$ cat src/rtl/pfch_pkg.sv
package pfch_pkg;

  // Grid and table geometry
  localparam int GRID_X         = 16;
  localparam int GRID_Y         = 16;
  // must stay a power of two: the cell index wraps by masking
  localparam int CELLS_PER_ZONE = 256;

  localparam int ACC_DEPTH  = 4 * CELLS_PER_ZONE;
  localparam int ACC_AW     = $clog2(ACC_DEPTH);
  localparam int CELL_W     = (CELLS_PER_ZONE > 1) ? $clog2(CELLS_PER_ZONE) : 1;
  localparam int CX_W       = (GRID_X > 1) ? $clog2(GRID_X) : 1;
  localparam int CY_W       = (GRID_Y > 1) ? $clog2(GRID_Y) : 1;
  localparam int CELL_SUM_W = 12;

  // Field widths
  localparam int POS_W      = 24;
  localparam int WGT_W      = 32;
  localparam int ACC_W      = 40;
  localparam int ADDR_W     = 10;
  localparam int CFG_IDX_W  = 3;
  localparam int HIT_W      = 8;

  // Q12.12 position times Q8.16 scale gives Q20.28
  localparam int PROD_W     = 2 * POS_W;
  localparam int FRAC_SHIFT = 28;
  localparam int RAW_W      = PROD_W - FRAC_SHIFT;
  localparam logic [PROD_W-1:0] HALF_CELL = PROD_W'(1) << (FRAC_SHIFT - 1);

  typedef enum logic [CFG_IDX_W-1:0] {
    CFG_ZONE1_BOTTOM = 3'd0,
    CFG_ZONE1_TOP    = 3'd1,
    CFG_ZONE3_BOTTOM = 3'd2,
    CFG_BOX_TOP      = 3'd3,
    CFG_SCALE_X      = 3'd4,
    CFG_SCALE_Y      = 3'd5
  } cfg_idx_t;

  typedef enum logic [1:0] {
    REQ_EVENT = 2'd0,
    REQ_WRITE = 2'd1,
    REQ_READ  = 2'd2,
    REQ_CLEAR = 2'd3
  } req_t;

  typedef struct packed {
    req_t              req_type;
    logic              species;
    logic [POS_W-1:0]  height_now;
    logic [POS_W-1:0]  height_before;
    logic [POS_W-1:0]  entry_x;
    logic [POS_W-1:0]  entry_y;
    logic [ADDR_W-1:0] table_addr;
    logic [WGT_W-1:0]  weight_data;
    logic              last_of_step;
  } in_item_t;

  typedef struct packed {
    logic                    crossed;
    logic                    negative_step;
    logic                    zone_hit;
    logic [HIT_W-1:0]        cell_hit;
    logic                    clamped;
    logic                    saturated;
    logic signed [ACC_W-1:0] read_value;
    logic                    last_flag;
  } out_item_t;

  typedef struct packed {
    logic [POS_W-1:0] zone1_bottom;
    logic [POS_W-1:0] zone1_top;
    logic [POS_W-1:0] zone3_bottom;
    logic [POS_W-1:0] box_top;
    logic [POS_W-1:0] scale_x;
    logic [POS_W-1:0] scale_y;
    logic [POS_W-1:0] mid1;
    logic [POS_W-1:0] mid3;
  } cfg_t;

  typedef struct packed {
    logic load_prod;
    logic load_coord;
  } cell_ctl_t;

  typedef struct packed {
    logic [CELL_W-1:0] cell_idx;
    logic              clamped;
  } cell_info_t;

  typedef struct packed {
    logic              rd;
    logic              upd;
    logic              clr;
    logic              neg;
    logic [ACC_AW-1:0] addr;
    logic [WGT_W-1:0]  weight;
  } acc_cmd_t;

  typedef struct packed {
    logic signed [ACC_W-1:0] rdata;
    logic                    sat;
  } acc_rsp_t;

endpackage

$ cat src/rtl/pfch_cell.sv
module pfch_cell (
  input  logic                         clk,
  input  pfch_pkg::cell_ctl_t          ctl,
  input  logic [pfch_pkg::POS_W-1:0]   entry_x,
  input  logic [pfch_pkg::POS_W-1:0]   entry_y,
  input  logic [pfch_pkg::POS_W-1:0]   scale_x,
  input  logic [pfch_pkg::POS_W-1:0]   scale_y,
  output pfch_pkg::cell_info_t         info
);
  import pfch_pkg::*;

  logic [PROD_W-1:0]     prod_x_r;
  logic [PROD_W-1:0]     prod_y_r;
  logic [PROD_W-1:0]     dx;
  logic [PROD_W-1:0]     dy;
  logic [RAW_W-1:0]      raw_x;
  logic [RAW_W-1:0]      raw_y;
  logic [CX_W-1:0]       cx_nxt;
  logic [CY_W-1:0]       cy_nxt;
  logic                  clx;
  logic                  cly;
  logic [CX_W-1:0]       cx_r;
  logic [CY_W-1:0]       cy_r;
  logic                  clamp_r;
  logic [CELL_SUM_W-1:0] cell_sum;

  // stage 1: fixed-point position times grid scale
  always_ff @(posedge clk) begin
    if (ctl.load_prod) begin
      prod_x_r <= PROD_W'(entry_x) * PROD_W'(scale_x);
      prod_y_r <= PROD_W'(entry_y) * PROD_W'(scale_y);
    end
  end

  // stage 2: trunc(p - 0.5); anything in (-0.5, 0) lands on zero unclamped
  always_comb begin
    dx     = prod_x_r - HALF_CELL;
    dy     = prod_y_r - HALF_CELL;
    raw_x  = dx[PROD_W-1:FRAC_SHIFT];
    raw_y  = dy[PROD_W-1:FRAC_SHIFT];
    cx_nxt = '0;
    cy_nxt = '0;
    clx    = 1'b0;
    cly    = 1'b0;
    if (prod_x_r >= HALF_CELL) begin
      if (raw_x > RAW_W'(GRID_X - 1)) begin
        cx_nxt = CX_W'(GRID_X - 1);
        clx    = 1'b1;
      end else begin
        cx_nxt = raw_x[CX_W-1:0];
      end
    end
    if (prod_y_r >= HALF_CELL) begin
      if (raw_y > RAW_W'(GRID_Y - 1)) begin
        cy_nxt = CY_W'(GRID_Y - 1);
        cly    = 1'b1;
      end else begin
        cy_nxt = raw_y[CY_W-1:0];
      end
    end
  end

  always_ff @(posedge clk) begin
    if (ctl.load_coord) begin
      cx_r    <= cx_nxt;
      cy_r    <= cy_nxt;
      clamp_r <= clx | cly;
    end
  end

  assign cell_sum      = CELL_SUM_W'(cx_r) + CELL_SUM_W'(GRID_X) * CELL_SUM_W'(cy_r);
  assign info.cell_idx = cell_sum[CELL_W-1:0];
  assign info.clamped  = clamp_r;

endmodule

$ cat config.mk
export PLATFORM = sky130hd
export DESIGN_NAME = pfch_cell
export DESIGN_NICKNAME = d
export VERILOG_FILES = /design/src/rtl/pfch_pkg.sv /design/src/rtl/pfch_cell.sv
export SDC_FILE = /design/constraint.sdc
export NUM_CORES = 2
export LEC_CHECK = 0
export BUFFER_PORTS_ARGS = -buffer_cell sky130_fd_sc_hd__buf_2
export CORE_AREA = 2 2 399 401
export DETAILED_ROUTE_END_ITERATION = 7
export DIE_AREA = 0 0 401 403
export SLEW_MARGIN = 20
export SYNTH_ARGS = -nofsm -noshare
export SYNTH_HDL_FRONTEND = slang
export SYNTH_SLANG_ARGS = --single-unit
$ cat constraint.sdc
create_clock -name clk -period 7.2 [get_ports clk]
set_input_delay 1.08 -clock clk [delete_from_list [all_inputs] [get_ports clk]]
set_output_delay 1.08 -clock clk [all_outputs]
set_load 0.02 [all_outputs]
* Word level (Yosys, flattened, before mapping) *
Cells that the tools add are included.
Widths: inputs -> output; s select.

cells by class
  add/sub/neg operators = 3
  multiply operators = 2
  order comparisons = 4
  mux-type cells = 6
  bitwise gates (word level) = 1

operators by type and width
  kind                    count
  $ge 48x28->1 const B    2
  $mul 24x24->48          2
  $sub 48x28->48 const B  2
  $gt 20x4->1 const B     2
  $add 4x8->8             1
  $mux 4                  2
  $mux 1                  4
  $or 1x1->1              1

storage, ports and cells
  register bits after elaboration = 105
  input port bits = 99
  output and inout bits = 9
  logic and storage cells = 21

* Longest topological paths before layout *
  depth in word-level cells = 5
  mapped depth = 28
  gate-level depth less buffers = 26

* Least setup slack after synthesis *
OpenSTA, ideal clock, no wires.

  kind = input-to-reg
  start = in entry_x[14] (netlist bit)
  end = reg prod_x_r[44], data pin
  setup time = 0.258 ns
  arrival time = 7.285 ns
  data required time = 6.942 ns
  slack = -0.343 ns
  stages on the path = 26
  buffers on the path = 2
  cells stage by stage = clkbuf_1 > nand2_1 > fa_1 > inv_1 > fa_1 > inv_1 > fa_1 > fa_1 > inv_1 > fa_1 > fa_1 > inv_1 > fa_1 > inv_1 > ha_1 > buf_2 > a21o_1 > a21oi_1 > nand2b_1 > a211o_1 > a2111oi_4 > o41ai_2 > and2_4 > a211o_1 > a21oi_2 > xnor2_1

on the way
  cells in the longest elaborated chain, start to end = 1

RTL lines
  item                  line             source
  start, declared       pfch_cell.sv:4   input logic [pfch_pkg::POS_W-1:0] entry_x,
  $mul 24x24->48        pfch_cell.sv:30  prod_x_r <= PROD_W'(entry_x) * PROD_W'(scale_x);
  end signal, assigned  pfch_cell.sv:30
  end, declared         pfch_cell.sv:12  logic [PROD_W-1:0] prod_x_r;

No other way between the ends.
A chain may end at the register's enable or synchronous reset.

* Final worst setup path *
  start = in entry_x[9] (netlist bit)
  end = reg prod_x_r[44], data pin

The elaborated chain is that of the path after synthesis.

==> run summary <==
Status - finished with violations
Violated checks - setup timing
Antenna cell count - 0
Root buf cell - clkbuf_16
Die Height - 403 µm
Critical Path RT - 7250 ps
Core Area - 157000 µm²
Unrepaired setup endpoints after global routing - true
# Max-Cap Violations - 0
Synth unique cells - 67
Post-synth ARST share - 0%
Crit path from - entry_x[9]
Syn Nets - 5767
Cts hold-fix bufs - 0
DIE AREA - 162000 µm²
DRC - 0
Reg2reg start - prod_x_r[29]
Synth Register Bits - 51
Worst Max-Slew Pin Slew - 1010 ps
# setup viols final - 4
Synth warn - 0
CTS tree - done
Starting Density - 24.9%
Via-to-Cell Ratio - 4.27
DR iter-0 viols - 1387
Grt ovf - 0
Layout area overhead - 20.0%
Largest net degree at the start of global routing - 43
Initial antenna violation count - 8
Sequential area share after synthesis - 3.91%
Dpl ws - -787 ps
Max clock buf depth - 2
Clk sinks - 51
Drt pass-1 iters - 5
Final period util - 101%
Layout cell share with drive strength beyond 1 - 17.0%
Max-slew violations - 0
Final Hold Fails - 0
Post-Route WL - 102000 µm
Nature of the critical path endpoint - flop
First-pass GRT wire length - 169000 µm
Ports - 108
Clock Latency Late Sink - 290 ps
Final WS setup - -76.6 ps
Worst reg2reg path depth - 8
RR Endpoint - cx_r[3]
Post-synth design cell area - 39200 µm²
Setup CP Type - in2reg
Clock Skews - 5.37 ps
Via count - 28856
Worst Path Max Fanout - 7
Slew margin rel. - 32.5%
Peak Freq - 137 MHz
Flop2flop setup slack - 4110 ps
Post-layout util - 29.8%
Routed Antenna Nets - 0
All-layer global routing usage - 12.8%
Startpoint types - input pin
GPL Wtd Cong - 0.870
Wirelength per Cell - 15.1 µm
Avg Inst Size Synth - 8.99 µm²
Nets - 6098
Final min period - 7280 ps
Detail Placement HPWL - 89600 µm
I/O Buffers - 107
Cells after Synth - 4354
WHS - 750 ps
Vias in the first global route - 31917
CTS buffer count - 5
Row count - 146
Filler cells - 16453
Clock Pin Slew Worst Setup and Hold Paths - 70 ps
Htree depth - 2
Crit path arrival time - 7330 ps
Post-synth top flop - edfxtp_1
Die W - 401 µm
Post-synth EDFFs - 51
Critical path capture point - prod_x_r[44]
Worst hold path type - reg2reg
## per-layer routing
metal	up-vias	GRT usage [%]	wire length, µm
li1	13278	-	-
met4	8	2.23	2030
met5	-	0	48
met2	640	22.3	50100
met1	14821	16.9	44600
met3	109	2.01	5180
## critical path, stage by stage
cell and delay (ps):
buf_12 120, buf_6 110, and2_4 150, fa_1 510, fa_1 570, inv_2 40
fa_1 490, fa_1 510, inv_1 40, fa_1 470, fa_1 490, inv_1 50
fa_1 540, inv_2 60, ha_4 210, a21o_1 160, a21oi_2 140, nand2b_1 80
a211o_4 340, a2111oi_4 350, o41ai_4 120, and2_4 200, a211o_1 260, a21oi_2 130
xnor2_1 70
## worst min-delay path by stage
stage,startpoint,endpoint,slack (ps),cells past startpoint
floorplan,prod_x_r[43],cx_r[0],620,2
global placement,prod_y_r[29],cy_r[1],700,2
detailed placement,prod_y_r[42],cy_r[2],710,2
CTS,prod_y_r[42],cy_r[2],750,2
global route,prod_y_r[29],cy_r[1],800,2
finish,prod_y_r[42],cy_r[2],750,2
## registers in the layout, summed over array words and instances, names as in the netlist
register and flops:
prod_x_r 21, prod_y_r 21, cy_r 4, cx_r 4, clamp_r 1
## synth_stat cells, types with 3 or more instances
cell | number | area share [%]
a21o_1 | 44 | 0.84
o21ai_1 | 4 | 0.051
xor2_1 | 18 | 0.40
nand2_1 | 614 | 5.9
edfxtp_1 | 51 | 3.9
nand4_1 | 13 | 0.21
o31ai_1 | 3 | 0.058
xnor2_1 | 40 | 0.89
nor2b_1 | 8 | 0.13
clkbuf_1 | 208 | 2.0
and3_1 | 10 | 0.16
o21a_1 | 7 | 0.13
nor3_1 | 14 | 0.18
and2_1 | 604 | 9.7
o21bai_1 | 21 | 0.40
ha_1 | 350 | 11
a211oi_1 | 4 | 0.077
or3_1 | 3 | 0.048
inv_1 | 1110 | 11
a211o_1 | 3 | 0.067
nand3_1 | 19 | 0.24
a31oi_1 | 14 | 0.22
nor4_1 | 6 | 0.096
fa_1 | 964 | 49
buf_2 | 4 | 0.051
o21ai_0 | 30 | 0.38
o22ai_1 | 3 | 0.048
nor2_1 | 47 | 0.45
a21oi_1 | 94 | 1.2
## cells in the final DEF (no fill, tap or decap), drive strengths merged, types with 13 or more instances in the layout
cell type | netlist | final
a21o | 44 | 44
a21oi | 96 | 96
a31oi | 15 | 15
and2 | 605 | 605
buf | 5 | 525
clkbuf | 208 | 14
edfxtp | 51 | 51
fa | 964 | 964
ha | 350 | 350
inv | 1110 | 1111
nand2 | 614 | 614
nand3 | 19 | 19
nand4 | 13 | 13
nor2 | 47 | 47
nor3 | 14 | 14
o21ai | 34 | 34
o21bai | 21 | 21
xnor2 | 40 | 40
xor2 | 18 | 18
## logic make-up after synthesis
group / Yosys count / synth area share, %
AO/OA/AOI/OAI: 256 / 4.28
XOR/XNOR: 58 / 1.30
adder cells (fa/ha/maj): 1314 / 60.5
buffers and inverters: 1323 / 12.7
flip-flops: 51 / 3.91
multiplexers: 1 / 0.0256
AND/OR/NAND/NOR: 1351 / 17.3
## final cells by class
cell class	count	area (µm²)	share of cell area [%]
Clock buffer	5	125	0.266
Clock inverter	3	42.5	0.0905
Timing Repair Buffer	537	4770	10.2
Tap cell	2072	2590	5.52
Sequential cell	51	1530	3.26
Multi-Input combinational cell	2980	33800	71.8
Inverter	1110	4170	8.87
## metrics by stage
step	TNS, ps	area (µm²)	std cells
floorplan	-8.24	39300	4354
global placement	-17640	44500	6691
detailed placement	-18360	44500	6691
CTS	-188	45800	6715
global route	-3140	47000	6758
finish	-148	47000	6758
## repair_timing
action / in CTS / in global routing
resized for setup: 240 / 248
hold endpoints to repair: 0 / 0
pin swaps: 92 / 165
endpoints found under the setup margin: 30 / 32
setup buffers: 13 / 42
cloned: 3 / 2
Power is not shown: default switching activity piles up to over one toggle a cycle in this logic, so the estimate is an artifact.
