[src/rtl/pfch_pkg.sv]
package pfch_pkg;

  // Grid and table geometry
  localparam int GRID_X         = 16;
  localparam int GRID_Y         = 16;
  // must stay a power of two: the cell index wraps by masking
  localparam int CELLS_PER_ZONE = 256;

  localparam int ACC_DEPTH  = 4 * CELLS_PER_ZONE;
  localparam int ACC_AW     = $clog2(ACC_DEPTH);
  localparam int CELL_W     = (CELLS_PER_ZONE > 1) ? $clog2(CELLS_PER_ZONE) : 1;
  localparam int CX_W       = (GRID_X > 1) ? $clog2(GRID_X) : 1;
  localparam int CY_W       = (GRID_Y > 1) ? $clog2(GRID_Y) : 1;
  localparam int CELL_SUM_W = 12;

  // Field widths
  localparam int POS_W      = 24;
  localparam int WGT_W      = 32;
  localparam int ACC_W      = 40;
  localparam int ADDR_W     = 10;
  localparam int CFG_IDX_W  = 3;
  localparam int HIT_W      = 8;

  // Q12.12 position times Q8.16 scale gives Q20.28
  localparam int PROD_W     = 2 * POS_W;
  localparam int FRAC_SHIFT = 28;
  localparam int RAW_W      = PROD_W - FRAC_SHIFT;
  localparam logic [PROD_W-1:0] HALF_CELL = PROD_W'(1) << (FRAC_SHIFT - 1);

  typedef enum logic [CFG_IDX_W-1:0] {
    CFG_ZONE1_BOTTOM = 3'd0,
    CFG_ZONE1_TOP    = 3'd1,
    CFG_ZONE3_BOTTOM = 3'd2,
    CFG_BOX_TOP      = 3'd3,
    CFG_SCALE_X      = 3'd4,
    CFG_SCALE_Y      = 3'd5
  } cfg_idx_t;

  typedef enum logic [1:0] {
    REQ_EVENT = 2'd0,
    REQ_WRITE = 2'd1,
    REQ_READ  = 2'd2,
    REQ_CLEAR = 2'd3
  } req_t;

  typedef struct packed {
    req_t              req_type;
    logic              species;
    logic [POS_W-1:0]  height_now;
    logic [POS_W-1:0]  height_before;
    logic [POS_W-1:0]  entry_x;
    logic [POS_W-1:0]  entry_y;
    logic [ADDR_W-1:0] table_addr;
    logic [WGT_W-1:0]  weight_data;
    logic              last_of_step;
  } in_item_t;

  typedef struct packed {
    logic                    crossed;
    logic                    negative_step;
    logic                    zone_hit;
    logic [HIT_W-1:0]        cell_hit;
    logic                    clamped;
    logic                    saturated;
    logic signed [ACC_W-1:0] read_value;
    logic                    last_flag;
  } out_item_t;

  typedef struct packed {
    logic [POS_W-1:0] zone1_bottom;
    logic [POS_W-1:0] zone1_top;
    logic [POS_W-1:0] zone3_bottom;
    logic [POS_W-1:0] box_top;
    logic [POS_W-1:0] scale_x;
    logic [POS_W-1:0] scale_y;
    logic [POS_W-1:0] mid1;
    logic [POS_W-1:0] mid3;
  } cfg_t;

  typedef struct packed {
    logic load_prod;
    logic load_coord;
  } cell_ctl_t;

  typedef struct packed {
    logic [CELL_W-1:0] cell_idx;
    logic              clamped;
  } cell_info_t;

  typedef struct packed {
    logic              rd;
    logic              upd;
    logic              clr;
    logic              neg;
    logic [ACC_AW-1:0] addr;
    logic [WGT_W-1:0]  weight;
  } acc_cmd_t;

  typedef struct packed {
    logic signed [ACC_W-1:0] rdata;
    logic                    sat;
  } acc_rsp_t;

endpackage

[src/rtl/pfch_cfg.sv]
module pfch_cfg (
  input  logic                               clk,
  input  logic                               rst_n,
  input  logic                               cfg_we,
  input  logic [pfch_pkg::CFG_IDX_W-1:0]     cfg_index,
  input  logic [pfch_pkg::POS_W-1:0]         cfg_data,
  output pfch_pkg::cfg_t                     cfg
);
  import pfch_pkg::*;

  cfg_t             cfg_r;
  logic [POS_W:0]   sum1;
  logic [POS_W:0]   sum3;

  assign sum1 = {1'b0, cfg_r.zone1_bottom} + {1'b0, cfg_r.zone1_top};
  assign sum3 = {1'b0, cfg_r.zone3_bottom} + {1'b0, cfg_r.box_top};

  always_ff @(posedge clk) begin
    if (!rst_n) begin
      cfg_r.zone1_bottom <= '0;
      cfg_r.zone1_top    <= '0;
      cfg_r.zone3_bottom <= '0;
      cfg_r.box_top      <= {POS_W{1'b1}};
      cfg_r.scale_x      <= POS_W'(65536);
      cfg_r.scale_y      <= POS_W'(65536);
      cfg_r.mid1         <= '0;
      cfg_r.mid3         <= '0;
    end else begin
      // midplanes registered from bounds; write only while idle (not enforced)
      cfg_r.mid1 <= sum1[POS_W:1];
      cfg_r.mid3 <= sum3[POS_W:1];
      if (cfg_we) begin
        unique case (cfg_index)
          CFG_ZONE1_BOTTOM: cfg_r.zone1_bottom <= cfg_data;
          CFG_ZONE1_TOP:    cfg_r.zone1_top    <= cfg_data;
          CFG_ZONE3_BOTTOM: cfg_r.zone3_bottom <= cfg_data;
          CFG_BOX_TOP:      cfg_r.box_top      <= cfg_data;
          CFG_SCALE_X:      cfg_r.scale_x      <= cfg_data;
          CFG_SCALE_Y:      cfg_r.scale_y      <= cfg_data;
          default: ;
        endcase
      end
    end
  end

  assign cfg = cfg_r;

endmodule

[config.mk]
export PLATFORM = sky130hd
export DESIGN_NAME = pfch_cfg
export DESIGN_NICKNAME = d
export VERILOG_FILES = /design/src/rtl/pfch_pkg.sv /design/src/rtl/pfch_cfg.sv
export SDC_FILE = /design/constraint.sdc
export NUM_CORES = 1
export LEC_CHECK = 0
export BUFFER_PORTS_ARGS = -buffer_cell sky130_fd_sc_hd__buf_2
export CORE_ASPECT_RATIO = 1.1
export CORE_MARGIN = 5
export CORE_UTILIZATION = 45
export CTS_BUF_LIST = sky130_fd_sc_hd__clkbuf_8
export DETAILED_ROUTE_END_ITERATION = 8
export GPL_TIMING_DRIVEN = 0
export PLACE_DENSITY = 0.76
export SYNTH_ARGS = -nofsm -noshare
export SYNTH_HDL_FRONTEND = slang
export SYNTH_SLANG_ARGS = --single-unit
export TNS_END_PERCENT = 30
[constraint.sdc]
create_clock -name clk -period 3.43 [get_ports clk]
set_clock_uncertainty 0.1 [all_clocks]
set_input_delay 0.686 -clock clk [delete_from_list [all_inputs] [get_ports clk]]
set_output_delay 0.686 -clock clk [all_outputs]
set_load 0.01 [all_outputs]
======== Yosys cells after proc, flatten, opt, wreduce, memory -nomap -nowiden ========
Index checks and enable logic that the tools add are counted.
word-level totals
  word-level logic and storage cells ...... 22
  bits of input ports ..................... 30
  register bits ........................... 192
cells by class
  reduce and logical (&&, ||, !) cells .... 7
  $add $sub $neg .......................... 2
  eq/ne operators ......................... 5
operators by type and width
  cell                                            number
  adder 24 x 24 -> 25 bit                         2
  AND reduction 2 bit                             6
  == test 3 x 2 -> 1 bit (second input constant)  2
  == test 3 bit (second input constant)           2
  == test 3 x 1 -> 1 bit (second input constant)  1
  logical NOT 3 bit                               1

======== Logic depth before layout (Yosys ltp) ========
Gate-level depths: netlist of the first run.
  depth in word-level cells ............... 2
  depth in mapped cells ................... 8
  depth with buffers taken out ............ 8

======== Least setup slack after synthesis of the first run ========
OpenSTA, ideal clock, no wires.
  path type ............................... register -> register
  from .................................... register cfg_r (netlist bit cfg[144])
  to ...................................... register cfg_r (netlist bit cfg[43])
  stages on the path, launching flop included .. 9
  clock period less this slack ............ 2.425 ns
  buffers on the path ..................... 0
  arrival ................................. 2.253 ns
  slack ................................... 1.005 ns
  path through ............................ dfxtp_1 > and2_1 > fa_1 > a211oi_2 > o21bai_2 > a211oi_4 > o31ai_4 > a221oi_1 > mux2i_1
between the ends
  word-level cells in the longest chain between the ends .. 1
RTL lines
  element                  line            text
  from (decl)              pfch_cfg.sv:11  cfg_t cfg_r;
  adder 24 x 24 -> 25 bit  pfch_cfg.sv:15  assign sum1 = {1'b0, cfg_r.zone1_bottom} + {1'b0, cfg_r.zone1_top};
Every way passes these cells.
A chain may end at the register's enable or synchronous reset.

======== Final worst setup path of the first run ========
  from .................................... register cfg_r (netlist bit cfg[120])
  to ...................................... register cfg_r (netlist bit cfg[19])
between the ends
  word-level cells in the longest chain between the ends .. 1
RTL lines
  element                  line            text
  adder 24 x 24 -> 25 bit  pfch_cfg.sv:16  assign sum3 = {1'b0, cfg_r.zone3_bottom} + {1'b0, cfg_r.box_top};
Every way passes these cells.

==> results.json, run 1 <==
{
  "dr.pass1.iters": 5,
  "syn_inst": 1103,
  "synthTopCellsByArea": "dfxtp_1, nand2_1, a21oi_1",
  "yosys.area.top_type": "dfxtp_1",
  "clk_pin_slew_ps": 100,
  "cp_slowest_cell": "fa_1",
  "maxCapViolations": 0,
  "worstSkewPairLatency_ps": 460,
  "power.total_uw": 4445,
  "netlist_area_um2": 8671,
  "setup_viol": 0,
  "clock_path_buffers": 2,
  "routed.top_layer": "met4",
  "crit_top_cell": "a221oi_2",
  "met3_length_mm": 2.355,
  "critical_path_required_ps": 3720,
  "cts_buffers": 17,
  "synth.avg_cell_area_um2": 7.861,
  "grt_pass1_wl_mm": 43.88,
  "dieWidth_um": 142.4,
  "postPlaceCellArea_um2": 10080,
  "status": "complete, no violations",
  "synth-edff-count": 0,
  "grt_max_degree": 17,
  "worstPathCellList": "and2_1 > fa_1 > a21o_1 > a221oi_2 > o21ai_1 > a221o_1 > a221oi_2 > mux2i_1",
  "tns_ps": 0,
  "coreArea_um2": 19030,
  "vias_per_cell": 5.428,
  "maxSlewHeadroom": 0.4940,
  "synth_nets": 1181,
  "layoutNonFillerInstCount": 1605,
  "initialDrtViolationCount": 582,
  "vdd_ir_drop_max_mv": 0.2493,
  "timing.hold.ws_ps": 357.4,
  "finalCritPeriodShare": 0.8088,
  "pin_count": 222,
  "h-tree-depth": 4,
  "area.growth.synth_to_final_pct": 20.76,
  "hold_violations": 0,
  "cts_setup_buffers": 0,
  "power_leakage_uw": 0.004767,
  "overflow": 0,
  "met1_length_mm": 11.50,
  "cts_resized": 0,
  "cp_num_buf_inv": 0,
  "fill_cells": 1840,
  "rsz0062_at_grt": "no",
  "cts.sinks": 192,
  "critPathMaxFanout": 4,
  "finalInstanceArea_um2": 10470,
  "grt_pass1_vias": 8329,
  "cts_tree": "done",
  "port-buffer-count": 220,
  "synth_common_cells": "nand2_1, dfxtp_1, a21oi_1, clkbuf_1, nor2_1",
  "yosysMostFrequentCell": "nand2_1",
  "routed_wl_mm": 28.22,
  "crit_path_end_kind": "flip-flop",
  "crit_family": "compound AO/OA/AOI/OAI gates",
  "track_usage": 0.2505,
  "worst_pin_slew_ps": 759.0,
  "die_y_um": 155.6,
  "postCtsHoldBufs": 0,
  "layout.nets": 1420,
  "ys_ff_latch": 192,
  "dp_cells": 1570,
  "start_util": 0.4556,
  "yosys_warnings": 0,
  "async_flop_share": 0,
  "route.met2.wl_mm": 12.98,
  "largest_register_ffs": 192,
  "clockRootBuffer": "clkbuf_8",
  "crit_type": "flip-flop to flip-flop",
  "dpl.hpwl_mm": 22.19,
  "cp_slowest_stage_delay_ps": 400,
  "ant_nets": 0,
  "synth.top_cell.area_share": 0.4433,
  "start_kind": "flip-flop",
  "gp_congestion": 0.9159,
  "drv_slew": 0,
  "vias": 8712,
  "drc": 0,
  "p_per_area_nw_per_um2": 424.5,
  "drive_above_1_share": 0.1963,
  "fin_crit_ps": 2774,
  "seq_area_frac_synth": 0.4433,
  "post_drt_wl_per_cell_um": 17.58,
  "cp.arrival_ps": 3060,
  "antenna_found_initial": 3,
  "hold_class": "flip-flop to flip-flop",
  "die_area_um2": 22150,
  "ys_types": 59,
  "row_count": 53,
  "fmax_mhz": 360.5,
  "synth_top_flop_cell": "dfxtp_1"
}
## logic make-up (layout without fill, tap and decap cells)
group	after synthesis	count (layout)	share of synthesized area
flip-flops	192	192	0.4433
AND/OR/NAND/NOR	493	493	0.2348
AO/OA/AOI/OAI	261	261	0.1807
adder cells (fa/ha/maj)	48	48	0.07100
multiplexers	9	9	0.01039
buffers and inverters	72	324	0.03160
other	0	3	0
XOR/XNOR	28	28	0.02828
## stage by stage
| stage | setup WS, ps | util |
|---|---|---|
| after detailed placement | 726.3 | 0.5297 |
| final | 655.8 | 0.5502 |
| after CTS | 695.0 | 0.5498 |
| after global placement | 717.1 | 0.5297 |
| after global routing | 539.1 | 0.5502 |
| after floorplan | 1005 | - |
## cell usage in the layout, fill, tap and decap left out, drive strengths merged, types with 2 or more instances in the layout
master and n:
nand2 343, buf 224, dfxtp 192, a21oi 164
clkbuf 79, nor2 56, ha 46, nand3 36
o21ai 27, xnor2 21, a21o 13, inv 13
nand4 12, nand2b 10, nor3 10, mux2i 9
o21bai 9, a211oi 8, and2 7, xor2 7
and3 6, a31oi 5, clkinv 5, nor2b 4
nor4 4, o21a 4, o31ai 4, diode 3
o211ai 3, a221oi 3, a211o 2, o221ai 2
a41oi 2, o211a 2, fa 2, clkinvlp 2
a221o 2
## path summary, 6_finish.rpt
| kind | from | end | slack [ps] | cells past startpoint |
|---|---|---|---|---|
| hold reg to reg | cfg[71] | cfg[71] | 360 | 2 |
| setup / recovery | cfg[120] | cfg[19] | 660 | 8 |
| setup reg to reg | cfg[120] | cfg[19] | 660 | 8 |
| hold / removal | cfg[71] | cfg[71] | 360 | 2 |
## where the power goes
part	switching (uW)	internal (uW)	total, uW
registers	49.4	2320	2370
clock network	815	636	1450
logic	396	230	627
total	1260	3180	4450
## final cells by class
type / instances / area (um^2) / share of cell area
Clock inverter: 12 / 107.6 / 0.01028
Tap cell: 247 / 309.0 / 0.02951
Buffer: 63 / 240.2 / 0.02294
Sequential cell: 192 / 3844 / 0.3671
Timing Repair Buffer: 220 / 1101 / 0.1052
Antenna cell: 3 / 7.507 / 0.0007169
Clock buffer: 20 / 275.3 / 0.02629
Multi-Input combinational cell: 839 / 4553 / 0.4348
Inverter: 9 / 33.78 / 0.003226
## worst register-to-register path: cells and delay by family (launching register included)
kind	cells	cell delay, ps
mux	1	230
compound gates	5	1420
simple gates	1	180
flops	1	360
fa+ha+maj	1	400
## layer usage
layer  GRT usage  up-vias
met5           0        -
met4      0.1277        0
met3     0.06284       86
met2      0.4032      375
met1      0.3117     4022
li1            -     4229
No activity file was read; power rests on OpenSTA's default activity.
==> inputs of run 2 (changes only) <==
==> constraint.sdc (replaced) <==
create_clock -name clk -period 2.69 [get_ports clk]
set_clock_uncertainty 0.1 [all_clocks]
set_input_delay 0.538 -clock clk [delete_from_list [all_inputs] [get_ports clk]]
set_output_delay 0.538 -clock clk [all_outputs]
set_load 0.01 [all_outputs]
==> run 2 against run 1 <==
Net effect: wire length grew 0.16%; critical path depth is the same; non-clock buffer count grew 3; die area is the same; final area grew 0.38%; cell count grew 0.25%; register-to-register slack lost 590 ps; via count is essentially flat; sequential power grew 27%; count of clock-buffer cells in the layout is the same; flip-flop and latch count is the same; combinational power grew 28%; critical endpoint is now cfg[43]; highest routed layer unchanged.
==> results.json, run 2 (synthesis results as in run 1) <==
{
  "antenna_found_initial": 3,
  "power_leakage_uw": 0.004785,
  "vias": 8714,
  "die_y_um": 155.6,
  "largest_register_ffs": 192,
  "coreArea_um2": 19030,
  "clk_pin_slew_ps": 100,
  "tns_ps": 0,
  "pin_count": 222,
  "fin_crit_ps": 2628,
  "dieWidth_um": 142.4,
  "fin_util": 0.5523,
  "port-buffer-count": 220,
  "layout.nets": 1423,
  "critPathMaxFanout": 5,
  "crit_family": "compound AO/OA/AOI/OAI gates",
  "cp_num_buf_inv": 0,
  "initialDrtViolationCount": 654,
  "start_kind": "flip-flop",
  "maxSlewHeadroom": 0.4987,
  "drc": 0,
  "worstSkewPairLatency_ps": 470,
  "worstPathCellList": "and2_1 > fa_1 > a211oi_2 > o21bai_2 > a211oi_4 > o31ai_4 > a221oi_2 > mux2i_1",
  "dr.pass1.iters": 5,
  "ant_nets": 0,
  "gp_congestion": 0.9159,
  "routed_wl_mm": 28.27,
  "track_usage": 0.2505,
  "overflow": 0,
  "cp.arrival_ps": 2920,
  "finalCritPeriodShare": 0.9770,
  "h-tree-depth": 4,
  "crit_path_end_kind": "flip-flop",
  "area.growth.synth_to_final_pct": 21.23,
  "start_util": 0.4556,
  "setup_viol": 0,
  "final_common_cell": "nand2_1",
  "clockRootBuffer": "clkbuf_8",
  "worst_pin_slew_ps": 752.0,
  "grt_pass1_wl_mm": 43.89,
  "cts_tree": "done",
  "vias_per_cell": 5.416,
  "die_area_um2": 22150,
  "p_per_area_nw_per_um2": 539.7,
  "grt_pass1_vias": 8327,
  "post_drt_wl_per_cell_um": 17.57,
  "cts_buffers": 17,
  "cp_slowest_stage_delay_ps": 430,
  "mostFrequentLayoutCells": "nand2_1, buf_2, dfxtp_1, a21oi_1, clkbuf_1",
  "vdd_ir_drop_max_mv": 0.3179,
  "rsz0062_at_grt": "yes",
  "critical_path_required_ps": 2980,
  "dpl.hpwl_mm": 22.19,
  "drive_above_1_share": 0.2018,
  "power.total_uw": 5673,
  "clock_path_buffers": 2,
  "row_count": 53,
  "fmax_mhz": 380.5,
  "drv_slew": 0,
  "crit_type": "flip-flop to flip-flop",
  "hold_violations": 0,
  "cts.sinks": 192,
  "maxCapViolations": 0,
  "status": "complete, no violations",
  "cp_slowest_cell": "fa_1",
  "postCtsHoldBufs": 0,
  "hold_class": "input pin to flip-flop",
  "grt_max_degree": 17
}
-- run 2: what timing repair did --
item                                   CTS  global route
pin swaps                                5             4
gates cloned                             0             0
resized for setup                        2             3
setup endpoints to repair                2             4
buffers inserted                         1             2
endpoints found under the hold margin    0             0
-- run 2: report_power, final --
part	internal [uW]	total, uW	switching (uW)
combinational	298	805	507
sequential	2960	3020	62.9
clock	811	1850	1040
total	4060	5670	1610
-- run 2: worst min-delay path, delay by kind of cell --
kind / cells / cell delay [ps]
AOI/OAI and AO/OA: 1 / 50
and+or+nand+nor: 1 / 70
buffers and inverters: 1 / 160
-- run 2: metal layers --
metal  global-route usage  share of wire  up-vias
met4               0.1277          0.046        0
met2               0.4032           0.46      366
li1                     -              -     4240
met3              0.06284          0.090       83
met5                    0              0        -
met1               0.3117           0.40     4025
-- run 2: final timing paths --
| check | startpoint | endpoint | slack [ps] | cells past startpoint |
|---|---|---|---|---|
| worst max-delay path | cfg[144] | cfg[43] | 60 | 8 |
| worst min-delay path | cfg_data[23] | cfg[71] | 290 | 3 |
| worst max register to register | cfg[144] | cfg[43] | 60 | 8 |
| worst min register to register | cfg[71] | cfg[71] | 360 | 2 |
-- run 2: layout make-up --
type / count / area, um^2
antenna: 4 / 10.01
clock buffer: 20 / 275.3
buffer: 63 / 240.2
fill: 1838 / 8521
inverter: 9 / 33.78
multi-input combinational: 839 / 4566
clock inverter: 12 / 107.6
timing repair buffer: 223 / 1124
sequential: 192 / 3846
tap: 247 / 309.0
-- run 2: metrics by stage --
stage,instance area [um^2],cells,setup slack (ps),hold slack (ps)
floorplan,8671,1103,264.9,380.5
global placement,10080,1570,-22.89,340.0
detailed placement,10080,1570,-13.67,344.1
CTS,10480,1603,25.29,266.6
global route,10510,1608,-52.93,266.9
finish,10510,1609,61.91,295.0
